### config.mk
export PLATFORM = sky130hd
export DESIGN_NAME = bounded_stack_with_palindrome_check_unit_flat
export DESIGN_NICKNAME = d
export VERILOG_FILES = /design/src/rtl/bsp_pkg.sv /design/src/rtl/bsp_ifs.sv /design/src/rtl/bounded_stack_with_palindrome_check_unit.sv /design/src/rtl/bsp_datapath.sv /design/src/rtl/bsp_ctrl.sv /design/src/flat_wrapper.sv
export SDC_FILE = /design/constraint.sdc
export NUM_CORES = 1
export LEC_CHECK = 0
export BUFFER_PORTS_ARGS = -buffer_cell sky130_fd_sc_hd__buf_2
export CAP_MARGIN = 20
export CORE_MARGIN = 4
export CORE_UTILIZATION = 45
export CTS_CLUSTER_SIZE = 40
export DETAILED_ROUTE_END_ITERATION = 12
export PLACE_DENSITY = 0.65
export SLEW_MARGIN = 20
export SYNTH_ARGS = -nofsm -noshare
export SYNTH_HDL_FRONTEND = slang
export SYNTH_SLANG_ARGS = --single-unit
### constraint.sdc
create_clock -name clk -period 4.44 [get_ports clk]
set_input_delay 0.888 -clock clk [delete_from_list [all_inputs] [get_ports clk]]
set_output_delay 0.888 -clock clk [all_outputs]
set_load 0.05 [all_outputs]
### src/rtl/bsp_pkg.sv
// shared constants, codes and types for the bounded stack with palindrome check
// no dependencies; used by the channel interfaces and every module of the block
package bsp_pkg;

  localparam int unsigned STACK_DEPTH_DEF = 8;
  localparam int unsigned WORD_W          = 32;
  localparam int unsigned KIND_W          = 2;
  localparam int unsigned STATUS_W        = 2;
  localparam int unsigned DEPTH_NOW_W     = 4;

  typedef logic [KIND_W-1:0]          kind_t;
  typedef logic [STATUS_W-1:0]        status_t;
  typedef logic signed [WORD_W-1:0]   word_t;
  typedef logic [DEPTH_NOW_W-1:0]     depth_now_t;

  // operation codes
  localparam kind_t KIND_PUSH  = 2'd0;
  localparam kind_t KIND_POP   = 2'd1;
  localparam kind_t KIND_CHECK = 2'd2;

  // result status codes
  localparam status_t ST_DONE  = 2'd0;
  localparam status_t ST_FULL  = 2'd1;
  localparam status_t ST_EMPTY = 2'd2;

  // controller to datapath
  typedef struct packed {
    logic accept;    // take the request word this cycle
    logic chk_step;  // one step of the palindrome walk
    logic load_out;  // load the response register
  } bsp_cmd_t;

  // datapath to controller
  typedef struct packed {
    logic walk_done; // all pairs issued, last compare lands this cycle
  } bsp_sts_t;

endpackage

### src/rtl/bsp_ifs.sv
// valid/ready channel interfaces for request and response words
// depends on bsp_pkg for field types
interface bsp_req_if;
  logic            valid;
  logic            ready;
  bsp_pkg::kind_t  kind;
  bsp_pkg::word_t  push_value;

  modport source (output valid, output kind, output push_value, input ready);
  modport sink   (input valid, input kind, input push_value, output ready);
endinterface

interface bsp_rsp_if;
  logic                 valid;
  logic                 ready;
  bsp_pkg::status_t     status;
  bsp_pkg::word_t       popped_value;
  logic                 is_palindrome;
  bsp_pkg::depth_now_t  depth_now;

  modport source (output valid, output status, output popped_value,
                  output is_palindrome, output depth_now, input ready);
  modport sink   (input valid, input status, input popped_value,
                  input is_palindrome, input depth_now, output ready);
endinterface

### src/rtl/bounded_stack_with_palindrome_check_unit.sv
// top level of the bounded stack with palindrome check
// depends on bsp_pkg, bsp_ifs, bsp_ctrl and bsp_datapath
//
// bounded lifo stack of STACK_DEPTH signed 32-bit words; each request word
// carries an operation (push, pop, palindrome check) and yields exactly one
// response word with a status, the popped word, the palindrome flag and the
// fill level after the operation. one request is worked at a time: push, pop
// and the unused code go from acceptance straight to the finish state, while
// a palindrome check first walks the stored words in the check state; the
// storage has two read ports and the walk compares one mirrored pair per
// cycle. in the finish state the response register loads once the output
// register is free, and response valid rises with that load. the finished
// response sits in an output register, so a stalled consumer holds up only
// the next completion, not the acceptance of the next request. no clearing
// pass is needed after reset.
module bounded_stack_with_palindrome_check_unit
  import bsp_pkg::*;
#(
  parameter int unsigned STACK_DEPTH = STACK_DEPTH_DEF
) (
  input logic       clk,
  input logic       rst,
  bsp_req_if.sink   req,
  bsp_rsp_if.source rsp
);

  // controller/datapath handshake
  bsp_cmd_t   cmd;
  bsp_sts_t   sts;

  // response payload from the datapath register
  status_t    res_status;
  word_t      res_popped;
  logic       res_pal;
  depth_now_t res_depth;

  // sequencer: owns request ready and response valid
  bsp_ctrl u_ctrl (
    .clk       (clk),
    .rst       (rst),
    .req_valid (req.valid),
    .req_kind  (req.kind),
    .req_ready (req.ready),
    .rsp_valid (rsp.valid),
    .rsp_ready (rsp.ready),
    .cmd       (cmd),
    .sts       (sts)
  );

  // storage, fill count, pair compare and response payload
  bsp_datapath #(
    .STACK_DEPTH (STACK_DEPTH)
  ) u_datapath (
    .clk           (clk),
    .rst           (rst),
    .cmd           (cmd),
    .sts           (sts),
    .kind          (req.kind),
    .push_value    (req.push_value),
    .status        (res_status),
    .popped_value  (res_popped),
    .is_palindrome (res_pal),
    .depth_now     (res_depth)
  );

  assign rsp.status        = res_status;
  assign rsp.popped_value  = res_popped;
  assign rsp.is_palindrome = res_pal;
  assign rsp.depth_now     = res_depth;

endmodule

### src/rtl/bsp_datapath.sv
// stack storage, fill count, palindrome walk and response register
// depends on bsp_pkg; driven by bsp_ctrl commands
module bsp_datapath
  import bsp_pkg::*;
#(
  parameter int unsigned STACK_DEPTH = STACK_DEPTH_DEF
) (
  input  logic       clk,
  input  logic       rst,
  input  bsp_cmd_t   cmd,
  output bsp_sts_t   sts,
  input  kind_t      kind,
  input  word_t      push_value,
  output status_t    status,
  output word_t      popped_value,
  output logic       is_palindrome,
  output depth_now_t depth_now
);

  localparam int unsigned IW = $clog2(STACK_DEPTH);
  localparam int unsigned CW = $clog2(STACK_DEPTH + 1);
  localparam logic [CW-1:0] DEPTH_C = CW'(STACK_DEPTH);
  localparam logic [CW-1:0] ONE_C   = CW'(1);

  word_t mem [STACK_DEPTH];

  logic [CW-1:0] count;
  logic [CW-1:0] idx;
  logic          cmp_valid;
  logic          match;
  kind_t         kind_q;
  status_t       status_q;
  logic          pop_ok;
  word_t         rd_a;
  word_t         rd_b;

  logic          full;
  logic          empty;
  logic [CW-1:0] half;
  logic [CW-1:0] top_idx;
  logic [CW-1:0] mirror_idx;
  logic [IW-1:0] addr_a;
  logic [IW-1:0] addr_b;
  logic          rd_en;
  logic [CW+DEPTH_NOW_W-1:0] count_ext;

  assign full       = (count >= DEPTH_C);
  assign empty      = (count == '0);
  assign half       = count >> 1;
  assign top_idx    = count - ONE_C;
  assign mirror_idx = top_idx - idx;
  assign addr_a     = cmd.accept ? top_idx[IW-1:0] : idx[IW-1:0];
  assign addr_b     = mirror_idx[IW-1:0];
  assign rd_en      = (cmd.accept && kind == KIND_POP && !empty) ||
                      (cmd.chk_step && idx < half);
  assign count_ext  = {{DEPTH_NOW_W{1'b0}}, count};
  assign sts.walk_done = (idx >= half);

  // storage write port
  always_ff @(posedge clk) begin
    if (cmd.accept && kind == KIND_PUSH && !full) begin
      mem[count[IW-1:0]] <= push_value;
    end
  end

  // two registered read ports
  always_ff @(posedge clk) begin
    if (rd_en) begin
      rd_a <= mem[addr_a];
      rd_b <= mem[addr_b];
    end
  end

  // control state
  always_ff @(posedge clk) begin
    if (rst) begin
      count     <= '0;
      idx       <= '0;
      cmp_valid <= 1'b0;
      match     <= 1'b1;
      kind_q    <= KIND_PUSH;
      status_q  <= ST_DONE;
      pop_ok    <= 1'b0;
    end else if (cmd.accept) begin
      kind_q    <= kind;
      pop_ok    <= (kind == KIND_POP) && !empty;
      idx       <= '0;
      cmp_valid <= 1'b0;
      match     <= 1'b1;
      if (kind == KIND_PUSH && full) begin
        status_q <= ST_FULL;
      end else if (kind == KIND_POP && empty) begin
        status_q <= ST_EMPTY;
      end else begin
        status_q <= ST_DONE;
      end
      case (kind)
        KIND_PUSH: begin
          if (!full) begin
            count <= count + ONE_C;
          end
        end
        KIND_POP: begin
          if (!empty) begin
            count <= top_idx;
          end
        end
        default: begin
        end
      endcase
    end else if (cmd.chk_step) begin
      if (cmp_valid && rd_a != rd_b) begin
        match <= 1'b0;
      end
      if (idx < half) begin
        idx       <= idx + ONE_C;
        cmp_valid <= 1'b1;
      end else begin
        cmp_valid <= 1'b0;
      end
    end
  end

  // response register
  always_ff @(posedge clk) begin
    if (cmd.load_out) begin
      status        <= status_q;
      popped_value  <= pop_ok ? rd_a : '0;
      is_palindrome <= (kind_q == KIND_CHECK) ? match : 1'b0;
      depth_now     <= count_ext[DEPTH_NOW_W-1:0];
    end
  end

endmodule

### src/rtl/bsp_ctrl.sv
// sequencing controller: request handshake, palindrome walk, response valid
// depends on bsp_pkg; commands bsp_datapath
module bsp_ctrl
  import bsp_pkg::*;
(
  input  logic     clk,
  input  logic     rst,
  input  logic     req_valid,
  input  kind_t    req_kind,
  output logic     req_ready,
  output logic     rsp_valid,
  input  logic     rsp_ready,
  output bsp_cmd_t cmd,
  input  bsp_sts_t sts
);

  typedef enum logic [1:0] {
    S_IDLE,
    S_CHECK,
    S_FINISH
  } state_t;

  state_t state;

  assign req_ready    = (state == S_IDLE);
  assign cmd.accept   = (state == S_IDLE) && req_valid;
  assign cmd.chk_step = (state == S_CHECK);
  assign cmd.load_out = (state == S_FINISH) && (!rsp_valid || rsp_ready);

  always_ff @(posedge clk) begin
    if (rst) begin
      state     <= S_IDLE;
      rsp_valid <= 1'b0;
    end else begin
      if (cmd.load_out) begin
        rsp_valid <= 1'b1;
      end else if (rsp_valid && rsp_ready) begin
        rsp_valid <= 1'b0;
      end
      case (state)
        S_IDLE: begin
          if (req_valid) begin
            state <= (req_kind == KIND_CHECK) ? S_CHECK : S_FINISH;
          end
        end
        S_CHECK: begin
          if (sts.walk_done) begin
            state <= S_FINISH;
          end
        end
        S_FINISH: begin
          if (cmd.load_out) begin
            state <= S_IDLE;
          end
        end
        default: begin
          state <= S_IDLE;
        end
      endcase
    end
  end

endmodule

### src/flat_wrapper.sv
// flat-port wrapper written by rule: the top's interface ports become plain ports
module bounded_stack_with_palindrome_check_unit_flat import bsp_pkg::*;
#(
  parameter int unsigned STACK_DEPTH = STACK_DEPTH_DEF
)
  (clk, rst, req_valid, req_kind, req_push_value, req_ready, rsp_valid, rsp_status, rsp_popped_value, rsp_is_palindrome, rsp_depth_now, rsp_ready);
  bsp_req_if req_i ();
  bsp_rsp_if rsp_i ();
  input logic clk;
  input logic rst;
  input wire logic [$bits(req_i.valid)-1:0] req_valid;
  input wire logic [$bits(req_i.kind)-1:0] req_kind;
  input wire logic [$bits(req_i.push_value)-1:0] req_push_value;
  output wire logic [$bits(req_i.ready)-1:0] req_ready;
  output wire logic [$bits(rsp_i.valid)-1:0] rsp_valid;
  output wire logic [$bits(rsp_i.status)-1:0] rsp_status;
  output wire logic [$bits(rsp_i.popped_value)-1:0] rsp_popped_value;
  output wire logic [$bits(rsp_i.is_palindrome)-1:0] rsp_is_palindrome;
  output wire logic [$bits(rsp_i.depth_now)-1:0] rsp_depth_now;
  input wire logic [$bits(rsp_i.ready)-1:0] rsp_ready;
  assign req_i.valid = req_valid;
  assign req_i.kind = req_kind;
  assign req_i.push_value = req_push_value;
  assign req_ready = req_i.ready;
  assign rsp_valid = rsp_i.valid;
  assign rsp_status = rsp_i.status;
  assign rsp_popped_value = rsp_i.popped_value;
  assign rsp_is_palindrome = rsp_i.is_palindrome;
  assign rsp_depth_now = rsp_i.depth_now;
  assign rsp_i.ready = rsp_ready;
  bounded_stack_with_palindrome_check_unit #(.STACK_DEPTH(STACK_DEPTH)) u_core (.clk(clk), .rst(rst), .req(req_i), .rsp(rsp_i));
endmodule
# Yosys cells after proc, flatten, opt, wreduce, memory -nomap -nowiden
# Memory sizes are Yosys's and may differ from the RTL's. A register that Yosys moved wholly into a read port is not among the register bits.
# Index checks and enable logic that the tools add are counted.
dict set report word_totals {
  out_inout_bits 41
  word_cells 75
  mem_count 1
  ff_bits 57
  mem_bits_rw 256
  input_bits 38
}
# memory depth width rd rd_clocked_by_memory_dff wr line_no
set memory_table {}
lappend memory_table {u_core.u_datapath.mem 8 32 2 2 1 bsp_datapath.sv:25} ;# word_t mem [STACK_DEPTH];
dict set report classes {
  n_addsub 4
  n_eq_ne 11
  reduce_logical 27
  n_lt_le_gt_ge 3
  muxes 16
}
# operator count
set op_table {}
lappend op_table {{32-bit inequality test} 1}
lappend op_table {{1-bit logical AND} 12}
lappend op_table {{2-bit 2-to-1 mux} 6}
lappend op_table {{4-bit by 1-bit adder with 4-bit output (second input constant)} 2}
lappend op_table {{4-bit 2-to-1 mux} 2}
lappend op_table {{4-bit one-hot mux with 2 select lines} 1}
lappend op_table {{2-bit equality test (second input constant)} 3}
lappend op_table {{2-bit inequality test (second input constant)} 3}
lappend op_table {{2-bit one-hot mux with 3 select lines} 1}
lappend op_table {{1-bit 2-to-1 mux} 5}
lappend op_table {{2-bit by 1-bit equality test with 1-bit output (second input constant)} 2}
lappend op_table {{4-bit by 3-bit >= comparator with 1-bit output} 1}
lappend op_table {{4-bit >= comparator (second input constant)} 1}
lappend op_table {{2-bit zero test} 2}
lappend op_table {{4-bit zero test} 1}
lappend op_table {{4-bit by 3-bit less-than comparator with 1-bit output} 1}
lappend op_table {{2-bit by 1-bit inequality test with 1-bit output (second input constant)} 2}
lappend op_table {{2-bit AND reduction} 2}
lappend op_table {{4-bit AND reduction} 1}
lappend op_table {{2-bit nonzero test} 2}
lappend op_table {{4-bit by 1-bit subtractor with 4-bit output (second input constant)} 1}
lappend op_table {{1-bit zero test} 3}
lappend op_table {{3-bit 2-to-1 mux} 1}
lappend op_table {{3-bit AND reduction} 1}
lappend op_table {{3 further kinds} 4}

# Depth between registers and ports, before layout
# Gate-level depths: netlist (run 1).
dict set report depth {
  word_depth 6
  mapped_depth 9
  mapped_depth_nobuf 7
}

# By module
# From an unflattened synthesis (run 1), not the netlist that was laid out.
dict set report hier_totals {
  cells_unflattened 793
  hier_area_um2 16204.3
}
# module n_inst cells_each area_each_um2
set by_module_without_submodules {}
lappend by_module_without_submodules {bsp_datapath 1 774 16032.9}
lappend by_module_without_submodules {bsp_ctrl 1 19 171.4}

# Worst setup path before layout (run 1)
# Ideal clock, no wire load.
dict set report synth_path {
  kind {input -> register}
  from {in req_valid}
  to {mem u_core.u_datapath.mem[0][0] in the netlist's numbering, enable pin}
  t_arrival_ns 4.164
  stages 5
  n_path_buf 1
  setup_slack_ns -0.185
  path_cell_list {or3b_2 -> clkbuf_1 -> nor4_1 -> nand2_1 -> nor3_1}
}
dict set report synth_via {
  elab_chain_len 5
}
# element line_no
set synth_lines {}
lappend synth_lines {{start: declaration} flat_wrapper.sv:11} ;# input wire logic [$bits(req_i.valid)-1:0] req_valid;
lappend synth_lines {{1-bit logical AND} bsp_ctrl.sv:26} ;# assign cmd.accept = (state == S_IDLE) && req_valid;
lappend synth_lines {{1-bit logical AND (2 in a row)} bsp_datapath.sv:61} ;# if (cmd.accept && kind == KIND_PUSH && !full) begin
lappend synth_lines {{1-bit 2-to-1 mux} bsp_datapath.sv:61}
lappend synth_lines {{1-bit 2-to-1 mux (implied by the code)} bsp_datapath.sv:62} ;# mem[count[IW-1:0]] <= push_value;
lappend synth_lines {{end: declaration} bsp_datapath.sv:25}
# Every way passes these cells.

# Worst setup path after layout (run 1)
dict set report layout_path {
  from {reg u_core.u_datapath.count[0]}
  to {reg u_core.u_datapath.rd_b[31] (read register of u_core.u_datapath.mem) (data pin)}
}
dict set report layout_via {
  elab_chain_len 4
}
# element line_no
set layout_lines {}
lappend layout_lines {{start: declaration} bsp_datapath.sv:27} ;# logic [CW-1:0] count;
lappend layout_lines {{start signal: assignment} bsp_datapath.sv:100} ;# count <= count + ONE_C;
lappend layout_lines {{start signal: assignment} bsp_datapath.sv:105} ;# count <= top_idx;
lappend layout_lines {{parallel branches: the longest is 4 deep, another holds 4-bit by 1-bit subtractor with 4-bit output} n/a}
lappend layout_lines {{end: declaration} bsp_datapath.sv:35} ;# word_t rd_b;
# Several ways; the timed one is not identified.
# A chain may end at the register's enable or synchronous reset.

==> results of run 1 <==
## cell type report
cell class / instances / share of cell area
inverter: 8 / 0.00157
multi-input combinational: 502 / 0.278
clock inverter: 26 / 0.0129
sequential: 377 / 0.583
timing repair buffer: 109 / 0.0383
antenna: 3 / 0.000393
tap: 468 / 0.0307
clock buffer: 47 / 0.0549
## synth_stat cells (5+ instances only)
library cell	n	share of area
buf_2	14	0.0042
buf_6	7	0.0047
nand2_1	17	0.0038
a22o_1	64	0.034
nand2b_1	6	0.0023
nor3_1	7	0.0021
nor4_1	10	0.0038
edfxtp_1	359	0.65
inv_1	8	0.0018
nor2_1	53	0.012
mux2i_1	132	0.080
mux4_1	34	0.054
xor2_1	33	0.017
o21ai_0	5	0.0015
ha_1	7	0.0053
dfxtp_1	18	0.022
and2_1	33	0.012
mux2_2	33	0.022
a21oi_1	7	0.0021
mux4_2	30	0.041
clkbuf_1	29	0.0066
## kinds of logic (layout without fill, tap and decap cells)
| group | after synthesis | count (layout) | synth area share |
|---|---|---|---|
| AOI/OAI and AO/OA | 85 | 85 | 0.0432 |
| adders and majority gates | 8 | 8 | 0.00648 |
| DFF | 377 | 377 | 0.671 |
| and+or+nand+nor | 140 | 140 | 0.0421 |
| muxes | 229 | 229 | 0.196 |
| other | 0 | 3 | 0 |
| xor gates and xnor gates | 40 | 40 | 0.0238 |
| buffers and inverters | 59 | 190 | 0.0175 |
## per-stage QoR
step | instance area (um^2) | power, uW | cells
final | 19100 | 8480 | 1540
after global routing | 19100 | 8790 | 1538
after detailed placement | 17800 | 5260 | 1463
after CTS | 19100 | 8560 | 1536
after global placement | 17800 | 5240 | 1463
after floorplan | 16600 | 4950 | 938
## report_power, final
| part | total (uW) | internal (uW) | leakage [uW] | switching, uW |
|---|---|---|---|---|
| registers | 4030 | 4000 | 0.00341 | 29.4 |
| logic | 1160 | 523 | 0.00297 | 638 |
| clock network | 3290 | 1980 | 0.000636 | 1320 |
## layer usage
metal / routed length, um / vias to the layer above
met5: 12 / -
met4: 907 / 2
met3: 1870 / 72
met2: 18900 / 253
met1: 15900 / 4543
li1: - / 3988
## sequential cells by signal (all words and copies together) (netlist names)
register / flops
u_core.u_datapath.is_palindrome: 1
u_core.u_datapath.mem: 256
u_core.u_datapath.idx: 4
u_core.u_datapath.rd_b: 32
u_core.u_ctrl.state: 2
u_core.u_datapath.status_q: 2
u_core.u_datapath.popped_value: 32
u_core.u_datapath.rd_a: 32
u_core.u_datapath.depth_now: 4
u_core.u_datapath.kind_q: 2
u_core.u_datapath.count: 4
u_core.u_datapath.status: 2
u_core.u_datapath.cmp_valid: 1
u_core.u_datapath.pop_ok: 1
u_core.u_datapath.match: 1
u_core.u_ctrl.rsp_valid: 1
## worst max-delay path: stages, from the launching register on
cell	delay [ns]
dfxtp_1	0.32
inv_1	0.08
ha_1	0.37
fa_2	0.37
xnor2_2	0.18
xnor2_4	0.44
buf_16	0.23
buf_12	0.23
mux4_1	0.59
mux2_2	0.28
## path summary, 6_finish.rpt
kind / start / to / slack (ns)
setup / recovery: u_core.u_datapath.count[0] / u_core.u_datapath.rd_b[31] / 1.05
hold / removal: u_core.u_datapath.status_q[1] / u_core.u_datapath.status[1] / 0.43
setup reg to reg: u_core.u_datapath.count[0] / u_core.u_datapath.rd_b[31] / 1.05
hold reg to reg: u_core.u_datapath.status_q[1] / u_core.u_datapath.status[1] / 0.43
==> results.ini, run 1 <==
[floorplan]
rows=70
die_y_um=200
num_io_pins=79
fp.dieW_um=200
die_area_mm2=0.0401
floorplan.initialDensity=0.455
design.core.area_mm2=0.0365

[power_and_ir_drop]
vdd_drop_max_v=0.000255
p_per_area_mw_per_mm2=444
leakagePower_uw=0.00701

[synth]
synth_edf_count=359
yosysUniqueCellTypes=43
synthFlopType=edfxtp_1
async_reset_ff_frac=0
synth_nets=984
ys_ff_latch=377
ys_seq_area_frac=0.671
synth_area_per_cell_um2=17.7
syn_inst=938
netlist_area_mm2=0.0166
ys_warn_count=0

[routing]
ant_nets=0
initialDrtViolationCount=617
drt-pass1-iter-count=5
drc=0
wirelength_um=37500
vias_per_cell=5.75
vias=8858
wl_per_cell_um=24.4

[hold_path]
hp-class=flip-flop to flip-flop
min_path_cells=0

[sta]
clock.fmax_ghz=0.295
setup_viol=0
relSlewSlack=0.435
clock_skew_ns=0.0171
timing.final.crit_share=0.764
drv_slew=0
worst_pin_slew_ns=0.848
holdWs_ns=0.432
final.setup.worst_slack_ns=1.05
hold_viol=0
finalSetupTns_ns=0
rsz0062_at_grt=false
post-route-min-period_ns=3.39

[clock_network]
insertion_delay_ns=0.54
h-tree-depth=2
holdBufCountCts=0
cts_tree=built
cts_setup_buffers=0
clk_pin_slew_ns=0.06
numCtsBuffers=40
clock_path_buffers=3
post_cts_resized=0
clock-root-buffer=clkbuf_16
cts.sinks=377

[global_route]
use_met3=0.0299
grt_max_degree=45
globalRoute.totalOverflow=0
top_usage_layer=met2
met1_usage=0.243
grt_pass1_wl_um=56100
grt_pass1_vias=8929
grt_use_total=0.184
use_met2=0.315
grt_antenna_before_repair=3

[place]
io_buffers=78
hpwl_um=21600
dp_slack_ns=0.757
finalWeightedCongestion=0.758

[cells_and_area]
nFillCells=2921
drive_gt1_frac=0.234
area_growth_pct=15.0
final_common_cell=edfxtp_1
fin_util=0.523
multi_input_comb_area_mm2=0.00531
nNetsFinal=1084
register_area_mm2=0.0111
final_cell_mix=edfxtp_1, mux2i_1, buf_2, a22o_1, nor2_1

[critical_path]
endpoint_kind=flip-flop
cp-start-kind=flip-flop
required_ns=4.71
arrival_ns=3.66
critPathKind=flip-flop to flip-flop
cp_max_fo=26
reg2reg_depth=9

[status]
status=completed

[run]
max_cap_violations=0

Note: power is estimated with default switching activity, not from simulation.
==> run 2: changes to the inputs <==
Settings changed: PLACE_DENSITY 0.65 to 0.62.
Clock period 4.44 ns to 3.43 ns, I/O delays scaled along.
==> run 2 against run 1 <==
Design area increased by 1.5%. Non-clock buffer count grew 18. Critical path depth stayed put. Setup slack got worse by 0.56 ns. Register-to-register slack worse by 0.56 ns. Clock power increased by 29%. Via count up 0.58%. Cell count grew 0.91%. Clock skew is 0.0069 ns lower. Combinational power increased by 35%. Highest routed layer unchanged.
==> results.ini, run 2 (same netlist as run 1, synthesis figures left out) <==
[floorplan]
design.core.area_mm2=0.0365
rows=70
die_y_um=200
fp.dieW_um=200
die_area_mm2=0.0401
floorplan.initialDensity=0.455
num_io_pins=79

[critical_path]
ff2ff_setup_slack_ns=0.49
worstPathCellList=inv_1 > ha_1 > fa_2 > xnor2_2 > xnor2_4 > buf_12 > buf_12 > mux4_1 > mux2_2
arrival_ns=3.22
cp-start-kind=flip-flop
critPathKind=flip-flop to flip-flop
required_ns=3.71
cpMostUsedCell=buf_12
cp_max_fo=16
endpoint_kind=flip-flop
max_stage_delay_ns=0.56
reg2reg_depth=9
critPathSlowestCell=mux4_1

[global_route]
grt_pass1_vias=9172
grt_pass1_wl_um=56300
grt_antenna_before_repair=2
grt_use_total=0.186
grt_max_degree=41
met1_usage=0.244
use_met2=0.327
top_usage_layer=met2
use_met3=0.0298
globalRoute.totalOverflow=0

[sta]
worst_pin_slew_ns=0.798
holdWs_ns=0.422
relSlewSlack=0.467
setup_viol=0
finalSetupTns_ns=0
hold_viol=0
clock.fmax_ghz=0.340
clock_skew_ns=0.0102
rsz0062_at_grt=false
post-route-min-period_ns=2.94
timing.final.crit_share=0.857
drv_slew=0

[routing]
wl_per_cell_um=24.4
ant_nets=0
vias_per_cell=5.73
initialDrtViolationCount=642
vias=8909
wirelength_um=37900
drc=0
drt-pass1-iter-count=5

[clock_network]
cts_tree=built
numCtsBuffers=40
cts.sinks=377
clock-root-buffer=clkbuf_16
insertion_delay_ns=0.53
h-tree-depth=2
clk_pin_slew_ns=0.06
clock_path_buffers=3
post_cts_resized=0

[cells_and_area]
fin_area_mm2=0.0194
drive_gt1_frac=0.251
largest_reg_flops=256
area_growth_pct=16.7
final_cell_mix=edfxtp_1, mux2i_1, buf_2, a22o_1, nor2_1
nNetsFinal=1102
register_area_mm2=0.0111
antennaDiodeCount=0
final_common_cell=edfxtp_1
nFillCells=2857
multi_input_comb_area_mm2=0.00531

[power_and_ir_drop]
vdd_drop_max_v=0.000344
p_per_area_mw_per_mm2=568
p_total_uw=11000
leakagePower_uw=0.00712

[status]
status=completed

[place]
hpwl_um=22600
finalWeightedCongestion=0.758
place_area_mm2=0.0180
io_buffers=78

[run]
max_cap_violations=0

[hold_path]
min_path_cells=1
hp-class=primary input to flip-flop

-- run 2: cell count changes in the layout (fill, tap and decap cells not counted), moves of 3 or more --
cell | before | now
diode_2 | 3 | 0
buf_4 | 23 | 28
clkinv_1 | 13 | 7
clkinvlp_4 | 0 | 3
buf_12 | 7 | 21
-- run 2: what timing repair did --
item | CTS | global route
setup buffers | 4 | 0
endpoints found under the setup margin | 14 | 0
endpoints found under the hold margin | 0 | 0
hold buffers | 0 | 0
-- run 2: worst max-delay path, delay by kind of cell (launching register included) --
family	cells	cell delay [ns]
multiplexers	2	0.83
adder cells (fa/ha/maj)	2	0.68
buffers and inverters	3	0.43
XOR/XNOR	2	0.41
flip-flops	1	0.33
-- run 2: per-stage QoR --
stage / setup slack [ns] / util / std cells
2_1_floorplan: -0.138 / - / 938
3_5_place_dp: -0.0461 / 0.494 / 1478
3_3_place_gp: 0.0177 / 0.494 / 1478
5_1_grt: 0.405 / 0.531 / 1554
6_report: 0.490 / 0.531 / 1554
4_1_cts: 0.488 / 0.531 / 1554
-- run 2: power breakdown --
part           switching, uW  internal, uW  total, uW
sequential              35.5          5170       5210
combinational            835           731       1570
clock                   1710          2530       4240
-- run 2: routing by layer --
layer / wire [um] / share of wire / up-vias
li1: - / - / 4011
met4: 761 / 0.020 / 4
met2: 19400 / 0.51 / 208
met5: 27 / 0.00071 / -
met3: 1710 / 0.045 / 66
met1: 16100 / 0.42 / 4620
-- run 2: area by class of cell --
cell class,instances,share of cell area
inverters,8,0.00155
flip-flops and latches,377,0.575
clock buffers,50,0.0557
well taps,468,0.0302
multi-input cells,502,0.274
repair buffers,127,0.0527
clock inverters,22,0.0110
-- run 2: final timing paths --
| check | from | endpoint |
|---|---|---|
| min | req_push_value[14] | u_core.u_datapath.mem[6][14] |
| min reg2reg | u_core.u_datapath.status_q[1] | u_core.u_datapath.status[1] |
| max reg2reg | u_core.u_datapath.count[0] | u_core.u_datapath.rd_b[14] |
| max | u_core.u_datapath.count[0] | u_core.u_datapath.rd_b[14] |
==> run 3: changes to the inputs <==
Settings changed: CELL_PAD_IN_SITES_DETAIL_PLACEMENT set to 0, CELL_PAD_IN_SITES_GLOBAL_PLACEMENT set to 1, PLACE_DENSITY 0.62 to 0.7.
==> run 3 against run 2 <==
Sequential power is essentially flat. Critical endpoint is now u_core.u_datapath.rd_b[1]. Highest routed layer unchanged. Combinational power shrank 4%. First-iteration DRC count shrank 22%. Largest cell class unchanged. Global-route usage is essentially flat. Critical path depth shrank 1.
==> results.ini, run 3 (same netlist as run 1, synthesis figures left out) <==
[critical_path]
cp-start-kind=flip-flop
endpoint=u_core.u_datapath.rd_b[1]
critical_path.startpoint=u_core.u_datapath.count[0]
arrival_ns=3.38
ff2ff_setup_slack_ns=0.32
required_ns=3.70
cp_max_fo=18
r2r_start=u_core.u_datapath.count[0]
r2r_end=u_core.u_datapath.rd_b[1]
endpoint_kind=flip-flop
reg2reg_depth=8
critPathKind=flip-flop to flip-flop

[sta]
drv_slew=0
clock.fmax_ghz=0.321
worst_pin_slew_ns=0.833
setup_viol=0
timing.final.crit_share=0.907
hold_viol=0
clock_skew_ns=0.00961
relSlewSlack=0.444
post-route-min-period_ns=3.11
rsz0062_at_grt=false

[place]
placed_cells=1473
finalWeightedCongestion=0.795
hpwl_um=23000
io_buffers=78

[global_route]
grt_antenna_before_repair=2
grt_max_degree=41
grt_pass1_wl_um=56700
globalRoute.totalOverflow=0
grt_use_total=0.186
grt_pass1_vias=9212

[routing]
ant_nets=0
vias=8694
vias_per_cell=5.64
wirelength_um=37800
wl_per_cell_um=24.6
drt-pass1-iter-count=5
drc=0
initialDrtViolationCount=499

[clock_network]
clock_path_buffers=3
post_cts_resized=0
h-tree-depth=2
clk_pin_slew_ns=0.06
numCtsBuffers=40
insertion_delay_ns=0.52
clock-root-buffer=clkbuf_16
holdBufCountCts=0
cts_tree=built
cts_setup_buffers=0
cts.sinks=377

[floorplan]
num_io_pins=79
design.core.area_mm2=0.0365
rows=70
floorplan.initialDensity=0.455
fp.dieW_um=200
die_y_um=200
die_area_mm2=0.0401

[cells_and_area]
drive_gt1_frac=0.242
fin_util=0.525
finalNonFillerCells=1541
area_growth_pct=15.5
final_cell_mix=edfxtp_1, mux2i_1, buf_2, a22o_1, nor2_1
final_common_cell=edfxtp_1
nNetsFinal=1093
largest_reg_flops=256

[status]
status=completed

[power_and_ir_drop]
vdd_drop_max_v=0.000335
leakagePower_uw=0.00704
p_per_area_mw_per_mm2=563

[run]
max_cap_violations=0

[hold_path]
hp-start=req_push_value[18]
hp-class=primary input to flip-flop

run 3: cell count changes in the layout (fill, tap and decap cells not counted), sizes merged:
cell / before / now
buf: 127 / 118
clkbuf: 50 / 47
clkinvlp: 3 / 0
clkinv: 15 / 17
bufinv: 4 / 3
diode: 0 / 1
run 3: report_power, final:
group | switching [uW] | internal, uW | leakage, uW
logic | 825 | 675 | 0.00303
registers | 37.6 | 5170 | 0.00341
clock network | 1670 | 2410 | 0.000608
run 3: layer usage:
metal | GRT usage | vias to the layer above | part of all wire
met5 | 0 | - | 0.00019
met4 | 0.0511 | 2 | 0.020
met3 | 0.0269 | 57 | 0.042
met2 | 0.336 | 178 | 0.52
met1 | 0.236 | 4466 | 0.41
li1 | - | 3991 | -
run 3: worst min-delay path by stage:
stage | slack (ns) | endpoint | depth (start not counted)
after floorplan | 0.41 | u_core.u_datapath.status[0] | 0
after global placement | 0.42 | u_core.u_datapath.status[1] | 0
after detailed placement | 0.42 | u_core.u_datapath.status[1] | 0
after CTS | 0.40 | u_core.u_datapath.mem[1][11] | 1
after global routing | 0.42 | u_core.u_datapath.mem[4][18] | 1
final | 0.43 | u_core.u_datapath.mem[1][18] | 1
run 3: per-stage QoR:
step / setup WS, ns / area (um^2) / total power [uW] / setup TNS [ns] / hold WS (ns)
after floorplan: -0.138 / 16600 / 6410 / -27.14 / 0.408
after global placement: 0.354 / 18000 / 6810 / 0 / 0.418
after detailed placement: 0.280 / 18000 / 6830 / 0 / 0.418
after CTS: 0.266 / 19200 / 10900 / 0 / 0.398
after global routing: 0.150 / 19200 / 11200 / 0 / 0.419
final: 0.317 / 19200 / 10800 / 0 / 0.427
run 3: final cells by class:
class                      instances  area [um^2]
timing repair buffer             118          891
clock buffer                      47         1060
inverter                           8         30.0
tap                              468          586
antenna                            1         2.50
sequential                       377        11100
multi-input combinational        502         5310
fill                            2919        17300
clock inverter                    20          165
run 3: worst max-delay path, stage by stage, from the launching register on:
cell     delay, ns
dfxtp_1       0.33
inv_1         0.08
ha_1          0.37
fa_2          0.38
xnor2_2       0.24
xnor2_4       0.17
buf_4         0.38
mux4_1        0.62
mux2_2        0.28
